### src/hdl/tssp_pkg.sv
// Shared types and constants for the transport stream section packetizer.
// No dependencies; imported by every module of the block.
`timescale 1ns / 1ps
`default_nettype none

package tssp_pkg;

    localparam logic [7:0] SYNC_BYTE = 8'h47;
    localparam logic [7:0] PKT_BYTES = 8'd188;
    localparam logic [7:0] FILL_BYTE = 8'hFF;
    localparam logic [7:0] PTR_BYTE = 8'h00;

    // Position of a section's first byte in its first packet (after header and pointer field), and the header length.
    localparam logic [7:0] FIRST_PAYLOAD_POS = 8'd5;
    localparam logic [7:0] HEADER_BYTES = 8'd4;

    // Configuration register indexes.
    localparam logic [1:0] REG_PACKET_ID = 2'd0;
    localparam logic [1:0] REG_PRIORITY = 2'd1;
    localparam logic [1:0] REG_ADAPTATION = 2'd2;

    localparam int unsigned QUEUE_DEPTH = 4;

    typedef struct packed {
        logic [12:0] packet_id;
        logic        priority_bit;
        logic [1:0]  adaptation_control;
    } t_cfg;

    // One section byte as classified by the front end.
    typedef struct packed {
        logic [7:0] data;
        logic       first;      // opens a new section
        logic       last_byte;  // closes the section, padding follows
        logic [3:0] sel;        // counter selector, already reduced
    } t_cmd;

endpackage

`default_nettype wire

### src/hdl/tssp_front.sv
// Input front end: tracks section framing, drops bytes outside a section
// and reduces the counter selector. Depends on tssp_pkg.
`timescale 1ns / 1ps
`default_nettype none

module tssp_front #(
    parameter int unsigned NUM_COUNTERS = 16
) (
    input  wire logic          i_clk,
    input  wire logic          i_rst_n,
    input  wire logic          i_in_valid,
    output logic               o_in_stall,
    input  wire logic [7:0]    i_section_byte,
    input  wire logic          i_section_start,
    input  wire logic          i_section_end,
    input  wire logic [3:0]    i_counter_select,
    input  wire logic          i_q_full,
    output logic               o_q_push,
    output tssp_pkg::t_cmd     o_q_data
);
    import tssp_pkg::*;

    logic       r_in_section;
    logic       n_in_section;
    logic       accept;
    logic       keep;
    logic [3:0] sel_mod [16];

    // Selector reduction table, built at elaboration.
    for (genvar g = 0; g < 16; g++) begin : g_sel
        localparam int unsigned MODV = g % NUM_COUNTERS;
        assign sel_mod[g] = 4'(MODV);
    end

    assign o_in_stall = i_q_full;
    assign accept     = i_in_valid & ~i_q_full;
    assign keep       = r_in_section | i_section_start;
    assign o_q_push   = accept & keep;

    always_comb begin
        o_q_data.data      = i_section_byte;
        o_q_data.first     = ~r_in_section;
        o_q_data.last_byte = i_section_end;
        o_q_data.sel       = sel_mod[i_counter_select];
        n_in_section       = r_in_section;
        if (o_q_push) begin
            n_in_section = ~i_section_end;
        end
    end

    always_ff @(posedge i_clk) begin
        if (!i_rst_n) begin
            r_in_section <= 1'b0;
        end else begin
            r_in_section <= n_in_section;
        end
    end

endmodule

`default_nettype wire

### src/hdl/tssp_queue.sv
// Short first-in first-out queue of classified section bytes between
// the front end and the packet builder. Depends on tssp_pkg.
`timescale 1ns / 1ps
`default_nettype none

module tssp_queue (
    input  wire logic          i_clk,
    input  wire logic          i_rst_n,
    input  wire logic          i_push,
    input  wire tssp_pkg::t_cmd i_data,
    output logic               o_full,
    input  wire logic          i_pop,
    output tssp_pkg::t_cmd     o_data,
    output logic               o_not_empty
);
    import tssp_pkg::*;

    localparam int unsigned PW = $clog2(QUEUE_DEPTH);

    t_cmd          r_mem [QUEUE_DEPTH];
    logic [PW-1:0] r_wr_ptr;
    logic [PW-1:0] r_rd_ptr;
    logic [PW:0]   r_count;
    logic          do_push;
    logic          do_pop;

    assign o_full      = (r_count == (PW + 1)'(QUEUE_DEPTH));
    assign o_not_empty = (r_count != '0);
    assign o_data      = r_mem[r_rd_ptr];
    assign do_push     = i_push & ~o_full;
    assign do_pop      = i_pop & o_not_empty;

    always_ff @(posedge i_clk) begin
        if (do_push) begin
            r_mem[r_wr_ptr] <= i_data;
        end
    end

    always_ff @(posedge i_clk) begin
        if (!i_rst_n) begin
            r_wr_ptr <= '0;
            r_rd_ptr <= '0;
            r_count  <= '0;
        end else begin
            if (do_push) begin
                r_wr_ptr <= r_wr_ptr + 1'b1;
            end
            if (do_pop) begin
                r_rd_ptr <= r_rd_ptr + 1'b1;
            end
            if (do_push && !do_pop) begin
                r_count <= r_count + 1'b1;
            end else if (do_pop && !do_push) begin
                r_count <= r_count - 1'b1;
            end
        end
    end

endmodule

`default_nettype wire

### src/hdl/tssp_back.sv
// Packet builder: turns queued section bytes into 32-bit packet words,
// inserting headers and fill, and keeps the continuity counter store.
// Depends on tssp_pkg.
`timescale 1ns / 1ps
`default_nettype none

module tssp_back #(
    parameter int unsigned NUM_COUNTERS = 16
) (
    input  wire logic          i_clk,
    input  wire logic          i_rst_n,
    input  wire tssp_pkg::t_cfg i_cfg,
    input  wire tssp_pkg::t_cmd i_q_data,
    input  wire logic          i_q_not_empty,
    output logic               o_q_pop,
    output logic               o_out_valid,
    input  wire logic          i_out_stall,
    output logic [31:0]        o_packet_word,
    output logic               o_packet_end,
    output logic               o_last
);
    import tssp_pkg::*;

    localparam int unsigned CW = (NUM_COUNTERS > 1) ? $clog2(NUM_COUNTERS) : 1;

    localparam logic [2:0] S_IDLE = 3'd0;
    localparam logic [2:0] S_LOAD = 3'd1;
    localparam logic [2:0] S_HDR  = 3'd2;
    localparam logic [2:0] S_DATA = 3'd3;
    localparam logic [2:0] S_PAD  = 3'd4;

    logic [2:0]              r_state, n_state;
    t_cmd                    r_cmd, n_cmd;
    logic [7:0]              r_pos, n_pos;
    logic [23:0]             r_acc, n_acc;
    logic [CW-1:0]           r_act, n_act;
    logic [3:0]              r_cc, n_cc;

    logic [3:0]              r_cc_mem [NUM_COUNTERS];
    logic [NUM_COUNTERS-1:0] r_cc_vld;
    logic [3:0]              r_cc_rd;
    logic                    r_rd_vld;
    logic [CW-1:0]           rd_addr;
    logic                    cc_we;

    logic                    r_o_vld;
    logic [31:0]             r_o_word;
    logic                    r_o_end;
    logic                    r_o_last;

    logic                    out_free;
    logic                    emit;
    logic [31:0]             e_word;
    logic                    e_end;
    logic                    e_last;
    logic [7:0]              pos_inc;
    logic [7:0]              pos_up;
    logic                    pkt_done;

    assign out_free = ~r_o_vld | ~i_out_stall;
    assign rd_addr  = CW'(i_q_data.sel);
    assign pos_inc  = r_pos + 8'd1;
    assign pos_up   = {r_pos[7:2] + 6'd1, 2'b00};

    always_comb begin
        n_state  = r_state;
        n_cmd    = r_cmd;
        n_pos    = r_pos;
        n_acc    = r_acc;
        n_act    = r_act;
        n_cc     = r_cc;
        o_q_pop  = 1'b0;
        cc_we    = 1'b0;
        emit     = 1'b0;
        e_word   = '0;
        e_end    = 1'b0;
        e_last   = 1'b0;
        pkt_done = 1'b0;
        case (r_state)
            S_IDLE: begin
                o_q_pop = i_q_not_empty;
                if (i_q_not_empty) begin
                    n_cmd = i_q_data;
                    if (i_q_data.first) begin
                        n_act   = rd_addr;
                        n_pos   = '0;
                        n_state = S_LOAD;
                    end else if (r_pos == '0) begin
                        n_state = S_HDR;
                    end else begin
                        n_state = S_DATA;
                    end
                end
            end
            S_LOAD: begin
                n_cc    = r_rd_vld ? r_cc_rd : 4'd0;
                n_state = S_HDR;
            end
            S_HDR: begin
                if (out_free) begin
                    emit   = 1'b1;
                    e_word = {SYNC_BYTE,
                              1'b0, r_cmd.first, i_cfg.priority_bit, i_cfg.packet_id[12:8],
                              i_cfg.packet_id[7:0],
                              2'b00, i_cfg.adaptation_control, r_cc};
                    // The section byte that follows never completes a word.
                    e_last = ~r_cmd.last_byte;
                    cc_we  = 1'b1;
                    n_cc   = r_cc + 4'd1;
                    if (r_cmd.first) begin
                        n_acc = {16'h0000, PTR_BYTE};
                        n_pos = FIRST_PAYLOAD_POS;
                    end else begin
                        n_pos = HEADER_BYTES;
                    end
                    n_state = S_DATA;
                end
            end
            S_DATA: begin
                if (pos_inc[1:0] == 2'b00) begin
                    if (out_free) begin
                        pkt_done = (pos_inc == PKT_BYTES);
                        emit     = 1'b1;
                        e_word   = {r_acc, r_cmd.data};
                        e_end    = pkt_done;
                        e_last   = ~r_cmd.last_byte | pkt_done;
                        n_pos    = pkt_done ? 8'd0 : pos_inc;
                        n_state  = (r_cmd.last_byte && !pkt_done) ? S_PAD : S_IDLE;
                    end
                end else begin
                    n_acc   = {r_acc[15:0], r_cmd.data};
                    n_pos   = pos_inc;
                    n_state = r_cmd.last_byte ? S_PAD : S_IDLE;
                end
            end
            S_PAD: begin
                if (out_free) begin
                    pkt_done = (pos_up == PKT_BYTES);
                    emit     = 1'b1;
                    case (r_pos[1:0])
                        2'd1:    e_word = {r_acc[7:0], {3{FILL_BYTE}}};
                        2'd2:    e_word = {r_acc[15:0], {2{FILL_BYTE}}};
                        2'd3:    e_word = {r_acc[23:0], FILL_BYTE};
                        default: e_word = {4{FILL_BYTE}};
                    endcase
                    e_end   = pkt_done;
                    e_last  = pkt_done;
                    n_pos   = pkt_done ? 8'd0 : pos_up;
                    n_state = pkt_done ? S_IDLE : S_PAD;
                end
            end
            default: begin
                n_state = S_IDLE;
            end
        endcase
    end

    // Counter store: written on each header, read when a section opens.
    always_ff @(posedge i_clk) begin
        if (cc_we) begin
            r_cc_mem[r_act] <= r_cc + 4'd1;
        end
        r_cc_rd <= r_cc_mem[rd_addr];
    end

    always_ff @(posedge i_clk) begin
        if (!i_rst_n) begin
            r_cc_vld <= '0;
            r_rd_vld <= 1'b0;
        end else begin
            if (cc_we) begin
                r_cc_vld[r_act] <= 1'b1;
            end
            r_rd_vld <= r_cc_vld[rd_addr];
        end
    end

    always_ff @(posedge i_clk) begin
        if (!i_rst_n) begin
            r_state <= S_IDLE;
            r_pos   <= '0;
            r_act   <= '0;
            r_cc    <= '0;
            r_o_vld <= 1'b0;
        end else begin
            r_state <= n_state;
            r_pos   <= n_pos;
            r_act   <= n_act;
            r_cc    <= n_cc;
            if (emit) begin
                r_o_vld <= 1'b1;
            end else if (!i_out_stall) begin
                r_o_vld <= 1'b0;
            end
        end
    end

    always_ff @(posedge i_clk) begin
        r_cmd <= n_cmd;
        r_acc <= n_acc;
        if (emit) begin
            r_o_word <= e_word;
            r_o_end  <= e_end;
            r_o_last <= e_last;
        end
    end

    assign o_out_valid   = r_o_vld;
    assign o_packet_word = r_o_word;
    assign o_packet_end  = r_o_end;
    assign o_last        = r_o_last;

endmodule

`default_nettype wire

### src/hdl/ts_section_packetizer.sv
// Each section byte passes the queue, then the builder's fetch (idle) and pack (data) steps;
// a byte that opens a packet also passes the header state, and one that opens a section
// the load and header states. After a section's last byte, fill words (up to 46) follow
// to the packet's end. The queue lets the front end take new bytes while the builder is busy.
// Reset: synchronous, active low; clears framing, queue, counter store and output valid.
// Top level of the transport stream section packetizer; uses tssp_pkg and all tssp_ modules.
`timescale 1ns / 1ps
`default_nettype none

module ts_section_packetizer #(
    parameter int unsigned NUM_COUNTERS = 16
) (
    input  wire logic        i_clk,
    input  wire logic        i_rst_n,
    input  wire logic        i_cfg_we,
    input  wire logic [1:0]  i_cfg_idx,
    input  wire logic [12:0] i_cfg_data,
    input  wire logic        i_in_valid,
    output logic             o_in_stall,
    input  wire logic [7:0]  i_section_byte,
    input  wire logic        i_section_start,
    input  wire logic        i_section_end,
    input  wire logic [3:0]  i_counter_select,
    output logic             o_out_valid,
    input  wire logic        i_out_stall,
    output logic [31:0]      o_packet_word,
    output logic             o_packet_end,
    output logic             o_last
);
    import tssp_pkg::*;

    t_cfg r_cfg;
    t_cmd push_data;
    t_cmd pop_data;
    logic q_push;
    logic q_full;
    logic q_pop;
    logic q_not_empty;

    always_ff @(posedge i_clk) begin
        if (!i_rst_n) begin
            r_cfg.packet_id          <= 13'd0;
            r_cfg.priority_bit       <= 1'b0;
            r_cfg.adaptation_control <= 2'd1;
        end else if (i_cfg_we) begin
            case (i_cfg_idx)
                REG_PACKET_ID:  r_cfg.packet_id          <= i_cfg_data;
                REG_PRIORITY:   r_cfg.priority_bit       <= i_cfg_data[0];
                REG_ADAPTATION: r_cfg.adaptation_control <= i_cfg_data[1:0];
                default: ;
            endcase
        end
    end

    tssp_front #(
        .NUM_COUNTERS(NUM_COUNTERS)
    ) u_front (
        .i_clk            (i_clk),
        .i_rst_n          (i_rst_n),
        .i_in_valid       (i_in_valid),
        .o_in_stall       (o_in_stall),
        .i_section_byte   (i_section_byte),
        .i_section_start  (i_section_start),
        .i_section_end    (i_section_end),
        .i_counter_select (i_counter_select),
        .i_q_full         (q_full),
        .o_q_push         (q_push),
        .o_q_data         (push_data)
    );

    tssp_queue u_queue (
        .i_clk       (i_clk),
        .i_rst_n     (i_rst_n),
        .i_push      (q_push),
        .i_data      (push_data),
        .o_full      (q_full),
        .i_pop       (q_pop),
        .o_data      (pop_data),
        .o_not_empty (q_not_empty)
    );

    tssp_back #(
        .NUM_COUNTERS(NUM_COUNTERS)
    ) u_back (
        .i_clk         (i_clk),
        .i_rst_n       (i_rst_n),
        .i_cfg         (r_cfg),
        .i_q_data      (pop_data),
        .i_q_not_empty (q_not_empty),
        .o_q_pop       (q_pop),
        .o_out_valid   (o_out_valid),
        .i_out_stall   (i_out_stall),
        .o_packet_word (o_packet_word),
        .o_packet_end  (o_packet_end),
        .o_last        (o_last)
    );

endmodule

`default_nettype wire

### config.mk
export PLATFORM = sky130hd
export DESIGN_NAME = ts_section_packetizer
export DESIGN_NICKNAME = d
export VERILOG_FILES = /design/src/hdl/tssp_pkg.sv /design/src/hdl/tssp_front.sv /design/src/hdl/tssp_queue.sv /design/src/hdl/tssp_back.sv /design/src/hdl/ts_section_packetizer.sv
export SDC_FILE = /design/constraint.sdc
export NUM_CORES = 1
export LEC_CHECK = 0
export ABC_CLOCK_PERIOD_IN_PS = 2800
export BUFFER_PORTS_ARGS = -buffer_cell sky130_fd_sc_hd__buf_2
export CELL_PAD_IN_SITES_DETAIL_PLACEMENT = 0
export CELL_PAD_IN_SITES_GLOBAL_PLACEMENT = 2
export CORE_MARGIN = 4
export CORE_UTILIZATION = 39
export CTS_CLUSTER_DIAMETER = 100
export DETAILED_ROUTE_END_ITERATION = 8
export PLACE_DENSITY_LB_ADDON = 0.1
export SETUP_SLACK_MARGIN = 0.5
export SYNTH_ARGS = -nofsm -noshare
export SYNTH_HDL_FRONTEND = slang
export SYNTH_SLANG_ARGS = --single-unit
### constraint.sdc
create_clock -name i_clk -period 2.8 [get_ports i_clk]
set_clock_uncertainty 0.15 [all_clocks]
set_input_delay 0.14 -clock i_clk [delete_from_list [all_inputs] [get_ports i_clk]]
set_output_delay 0.14 -clock i_clk [all_outputs]
set_load 0.03 [all_outputs]
==> flow_results.xml <==
<?xml version="1.0" encoding="UTF-8"?>
<metrics>
  <group name="setup_path">
    <metric name="cp.required" unit="ns">3.08</metric>
    <metric name="r2r_cells" unit="">7</metric>
    <metric name="criticalPathCategory" unit="">reg2reg</metric>
    <metric name="data_arrival_critical_path" unit="ns">2.61</metric>
    <metric name="cp-end-kind" unit="">flip-flop</metric>
    <metric name="crit_path_top_delay_cell" unit="">sky130_fd_sc_hd__mux4_2</metric>
    <metric name="path_max_fanout" unit="">14</metric>
    <metric name="crit_chain" unit="">mux4_2, buf_12, buf_4, mux4_2, mux2_2, nand2_1, o21ai_1</metric>
    <metric name="crit_top_cell" unit="">sky130_fd_sc_hd__mux4_2</metric>
    <metric name="crit_path_max_incr_delay" unit="ns">0.57</metric>
    <metric name="critical_path.startpoint_type" unit="">flip-flop</metric>
  </group>
  <group name="timing">
    <metric name="rsz0062_at_grt" unit="">true</metric>
    <metric name="finalMaxSlewViolations" unit="">0</metric>
    <metric name="post-route-min-period" unit="ns">2.332</metric>
    <metric name="setup-tns-final" unit="ns">0</metric>
    <metric name="final.period_utilization" unit="%">83.29</metric>
    <metric name="worst_pin_slew" unit="ns">0.5768</metric>
    <metric name="timing.slew.headroom" unit="%">61.41</metric>
    <metric name="finalSetupViolations" unit="">0</metric>
    <metric name="fmax" unit="GHz">0.4288</metric>
    <metric name="final_hold_viol_count" unit="">0</metric>
  </group>
  <group name="clock_network">
    <metric name="clock_insertion_delay_worst_skew" unit="ns">0.54</metric>
    <metric name="tritoncts_clock_tree" unit="">yes</metric>
    <metric name="ctsHtreeMaxLevel" unit="">1</metric>
    <metric name="clk_transition_reported_paths" unit="ns">0.06</metric>
    <metric name="cts.sink_count" unit="">255</metric>
    <metric name="cts_root_buf" unit="">sky130_fd_sc_hd__clkbuf_16</metric>
    <metric name="cts-root-to-sink-buffers" unit="">3</metric>
    <metric name="cts_buffers" unit="">28</metric>
  </group>
  <group name="route">
    <metric name="routed_wl" unit="mm">26.88</metric>
    <metric name="drt_pre_antenna_iters" unit="">5</metric>
    <metric name="routedWlPerCell" unit="um">19.85</metric>
    <metric name="viasPerCell" unit="">5.272</metric>
    <metric name="route.vias.total" unit="">7138</metric>
    <metric name="initialDrtViolationCount" unit="">550</metric>
    <metric name="ant_nets" unit="">0</metric>
    <metric name="drc" unit="">0</metric>
  </group>
  <group name="synthesis">
    <metric name="part_of_the_yosys_area_used_for_sequential_elements" unit="%">64.41</metric>
    <metric name="postSynth.topFlopCell" unit="">sky130_fd_sc_hd__edfxtp_1</metric>
    <metric name="synth_async_sr_flop_share" unit="%">0</metric>
    <metric name="cell_variety_after_synth" unit="">65</metric>
    <metric name="synth_area" unit="um2">10850</metric>
    <metric name="number_of_enable_flip_flop_cells_after_synthesis" unit="">188</metric>
    <metric name="ys_seq_elements" unit="">255</metric>
    <metric name="syn-num-nets" unit="">857</metric>
    <metric name="synth.avg_cell_area" unit="um2">13.44</metric>
    <metric name="synth-warning-count" unit="">0</metric>
    <metric name="synthesized_netlist_cell_count" unit="">807</metric>
  </group>
  <group name="finish">
    <metric name="areaGrowthSynthToFinish" unit="%">24.85</metric>
    <metric name="fin_nets" unit="">1010</metric>
    <metric name="seqCellArea" unit="um2">7005</metric>
    <metric name="insertedDiodeCount" unit="">0</metric>
    <metric name="area_taken_by_multi_input_logic_gates" unit="um2">3715</metric>
    <metric name="layout-drive-gt1-share" unit="%">25.56</metric>
    <metric name="fin_util" unit="%">49.83</metric>
    <metric name="n_fill_cell" unit="">2382</metric>
  </group>
  <group name="hold_path">
    <metric name="holdCritPathClass" unit="">in2reg</metric>
    <metric name="hold-path-cell-count" unit="">2</metric>
  </group>
  <group name="pwr">
    <metric name="power-per-cell-area" unit="nW/um2">926.8</metric>
    <metric name="leakage" unit="nW">4.844</metric>
    <metric name="ir_drop" unit="mV">0.4709</metric>
    <metric name="totalPowerFinal" unit="W">0.01255</metric>
  </group>
  <group name="die">
    <metric name="floorplan.die.height" unit="um">174.8</metric>
    <metric name="io-pin-count" unit="">70</metric>
    <metric name="core_area" unit="um2">27180</metric>
    <metric name="start_util" unit="%">39.91</metric>
    <metric name="chipWidth" unit="um">174.8</metric>
    <metric name="die_area" unit="um2">30540</metric>
    <metric name="rows" unit="">60</metric>
  </group>
  <group name="status">
    <metric name="run_status" unit="">complete, no violations</metric>
  </group>
  <group name="flow_run">
    <metric name="maxCapViolations" unit="">0</metric>
  </group>
  <group name="global_routing">
    <metric name="first_global_vias" unit="">7278</metric>
    <metric name="largest_net_degree_at_the_start_of_global_routing" unit="">35</metric>
    <metric name="grt_pass1_wl" unit="mm">41.27</metric>
    <metric name="grt_overflow" unit="">0</metric>
    <metric name="antenna_found_initial" unit="">0</metric>
    <metric name="gr-usage-all-layers" unit="%">16.99</metric>
  </group>
  <group name="placed_design">
    <metric name="detailedPlacementHpwl" unit="mm">17.85</metric>
    <metric name="number_of_i_o_port_buffers" unit="">69</metric>
    <metric name="place_congestion" unit="">0.7874</metric>
  </group>
</metrics>
## logic make-up (layout without fill, tap and decap cells)
| group | Yosys count | in the layout | synth area share, % |
|---|---|---|---|
| AOI/OAI and AO/OA | 177 | 177 | 11.36 |
| and+or+nand+nor | 227 | 228 | 10.07 |
| muxes | 52 | 52 | 8.525 |
| adders and majority gates | 17 | 17 | 2.007 |
| DFF | 255 | 255 | 64.41 |
| xor gates and xnor gates | 11 | 11 | 0.8882 |
| buffers and inverters | 68 | 242 | 2.734 |
## state kept, by name, summed over array words and instances (netlist names), 8 cells and up, named ones only
signal                flops
r_cfg                    16
u_queue.r_mem            56
u_back.r_cc_vld          16
u_back.r_pos              8
u_back.o_packet_word     32
u_back.r_acc             24
u_back.r_cmd             10
u_back.r_cc_mem          64
## what timing repair did
item | in CTS | in global routing
gates cloned | 0 | 3
hold buffers | 49 | 0
setup endpoints to repair | 114 | 117
hold endpoints to repair | 78 | 0
gates resized for setup | 23 | 20
pin swaps | 0 | 3
buffers inserted | 3 | 9
## critical path: cells and delay by family (launching register included)
family,cells,cell delay [ns]
multiplexers,3,1.25
AND/OR/NAND/NOR,1,0.06
buffers and inverters,2,0.33
AO/OA/AOI/OAI,1,0.05
flip-flops,1,0.38
## layout by cell type (no fill, tap or decap), types with 5 or more instances in the layout
cell                            count
sky130_fd_sc_hd__a21oi_1           50
sky130_fd_sc_hd__a221o_1           21
sky130_fd_sc_hd__a221oi_1           7
sky130_fd_sc_hd__a22o_1            10
sky130_fd_sc_hd__a22oi_1           11
sky130_fd_sc_hd__and2_1             7
sky130_fd_sc_hd__and3_1            27
sky130_fd_sc_hd__buf_2             69
sky130_fd_sc_hd__buf_4             47
sky130_fd_sc_hd__bufinv_16          5
sky130_fd_sc_hd__clkbuf_1           5
sky130_fd_sc_hd__clkbuf_16         29
sky130_fd_sc_hd__dfxtp_1           56
sky130_fd_sc_hd__dfxtp_2            9
sky130_fd_sc_hd__dlygate4sd3_1     49
sky130_fd_sc_hd__edfxtp_1         188
sky130_fd_sc_hd__ha_1              10
sky130_fd_sc_hd__inv_1             15
sky130_fd_sc_hd__mux2i_1           15
sky130_fd_sc_hd__mux4_2            28
sky130_fd_sc_hd__nand2_1           88
sky130_fd_sc_hd__nand2b_1           5
sky130_fd_sc_hd__nand3_1           13
sky130_fd_sc_hd__nand3b_1           6
sky130_fd_sc_hd__nand4_1            5
sky130_fd_sc_hd__nor2_1            35
sky130_fd_sc_hd__nor2_2             6
sky130_fd_sc_hd__nor3_1             8
sky130_fd_sc_hd__o21a_1            18
sky130_fd_sc_hd__o21ai_0           21
sky130_fd_sc_hd__o21ai_1            7
sky130_fd_sc_hd__xnor2_1            5
sky130_fd_sc_hd__xor2_1             5
## Yosys cell counts, types with 4 or more instances
master,number,area share [%]
sky130_fd_sc_hd__nand3b_1,6,0.42
sky130_fd_sc_hd__nor2b_1,4,0.23
sky130_fd_sc_hd__a22oi_1,11,0.76
sky130_fd_sc_hd__a21oi_1,51,2.4
sky130_fd_sc_hd__a31oi_1,4,0.23
sky130_fd_sc_hd__dfxtp_1,67,12
sky130_fd_sc_hd__buf_1,6,0.21
sky130_fd_sc_hd__nand4_1,5,0.29
sky130_fd_sc_hd__nor3_1,9,0.42
sky130_fd_sc_hd__xnor2_1,5,0.40
sky130_fd_sc_hd__buf_2,5,0.23
sky130_fd_sc_hd__clkbuf_1,34,1.2
sky130_fd_sc_hd__nand2b_1,5,0.29
sky130_fd_sc_hd__mux4_2,27,5.6
sky130_fd_sc_hd__nand3_1,14,0.65
sky130_fd_sc_hd__xor2_1,6,0.48
sky130_fd_sc_hd__a221oi_1,7,0.57
sky130_fd_sc_hd__nand2_1,89,3.1
sky130_fd_sc_hd__a221o_1,21,1.9
sky130_fd_sc_hd__nor2_1,42,1.5
sky130_fd_sc_hd__inv_1,15,0.52
sky130_fd_sc_hd__a22o_1,10,0.81
sky130_fd_sc_hd__o21a_1,19,1.3
sky130_fd_sc_hd__and2_1,8,0.46
sky130_fd_sc_hd__or3_1,4,0.23
sky130_fd_sc_hd__ha_1,15,1.7
sky130_fd_sc_hd__inv_2,4,0.14
sky130_fd_sc_hd__and3_1,27,1.6
sky130_fd_sc_hd__mux2i_1,17,1.6
sky130_fd_sc_hd__o21ai_1,7,0.32
sky130_fd_sc_hd__o21ai_0,21,0.97
sky130_fd_sc_hd__edfxtp_1,188,52
## power by group
group          internal (W)  switching [W]
registers           0.00494       0.000452
logic               0.00132        0.00195
clock network       0.00238        0.00151
## path summary, 6_finish.rpt
check | startpoint | end | slack [ns]
setup / recovery | flip-flop | u_back.r_cc_rd[2]$_DFF_P_ | 0.47
hold / removal | i_counter_select[1] | u_queue.r_mem[0][1]$_DFFE_PP_ | 0.19
setup reg to reg | flip-flop | u_back.r_cc_rd[2]$_DFF_P_ | 0.47
hold reg to reg | u_back.r_cc_vld[7]$_SDFFE_PN0P_ | u_back.r_cc_vld[7]$_SDFFE_PN0P_ | 0.31
## stage by stage
stage | setup slack (ns) | cells | instance area (um2) | hold WS, ns
3_5_place_dp | 0.2694 | 1238 | 11770 | 0.2079
4_1_cts | 0.4216 | 1342 | 13340 | 0.1713
3_3_place_gp | 0.3319 | 1238 | 11770 | 0.1979
2_1_floorplan | 0.5168 | 807 | 10900 | 0.08661
5_1_grt | 0.3766 | 1354 | 13540 | 0.1973
6_report | 0.4679 | 1354 | 13540 | 0.1904
## final cells by class
type	instances	area share, %
Clock inverter	16	1.691
Multi-Input combinational cell	485	27.43
Inverter	19	0.5267
Clock buffer	36	5.618
Sequential cell	255	51.73
Timing Repair Buffer	171	9.563
Tap cell	372	3.437
## metal layers
layer,vias up,GRT usage (%),share of wire (%)
li1,3402,-,-
met1,3544,23.60,46
met2,146,28.62,49
met3,46,2.315,3.5
met4,0,3.961,1.8
met5,-,0,0
Note: power is estimated with default switching activity, not from simulation.
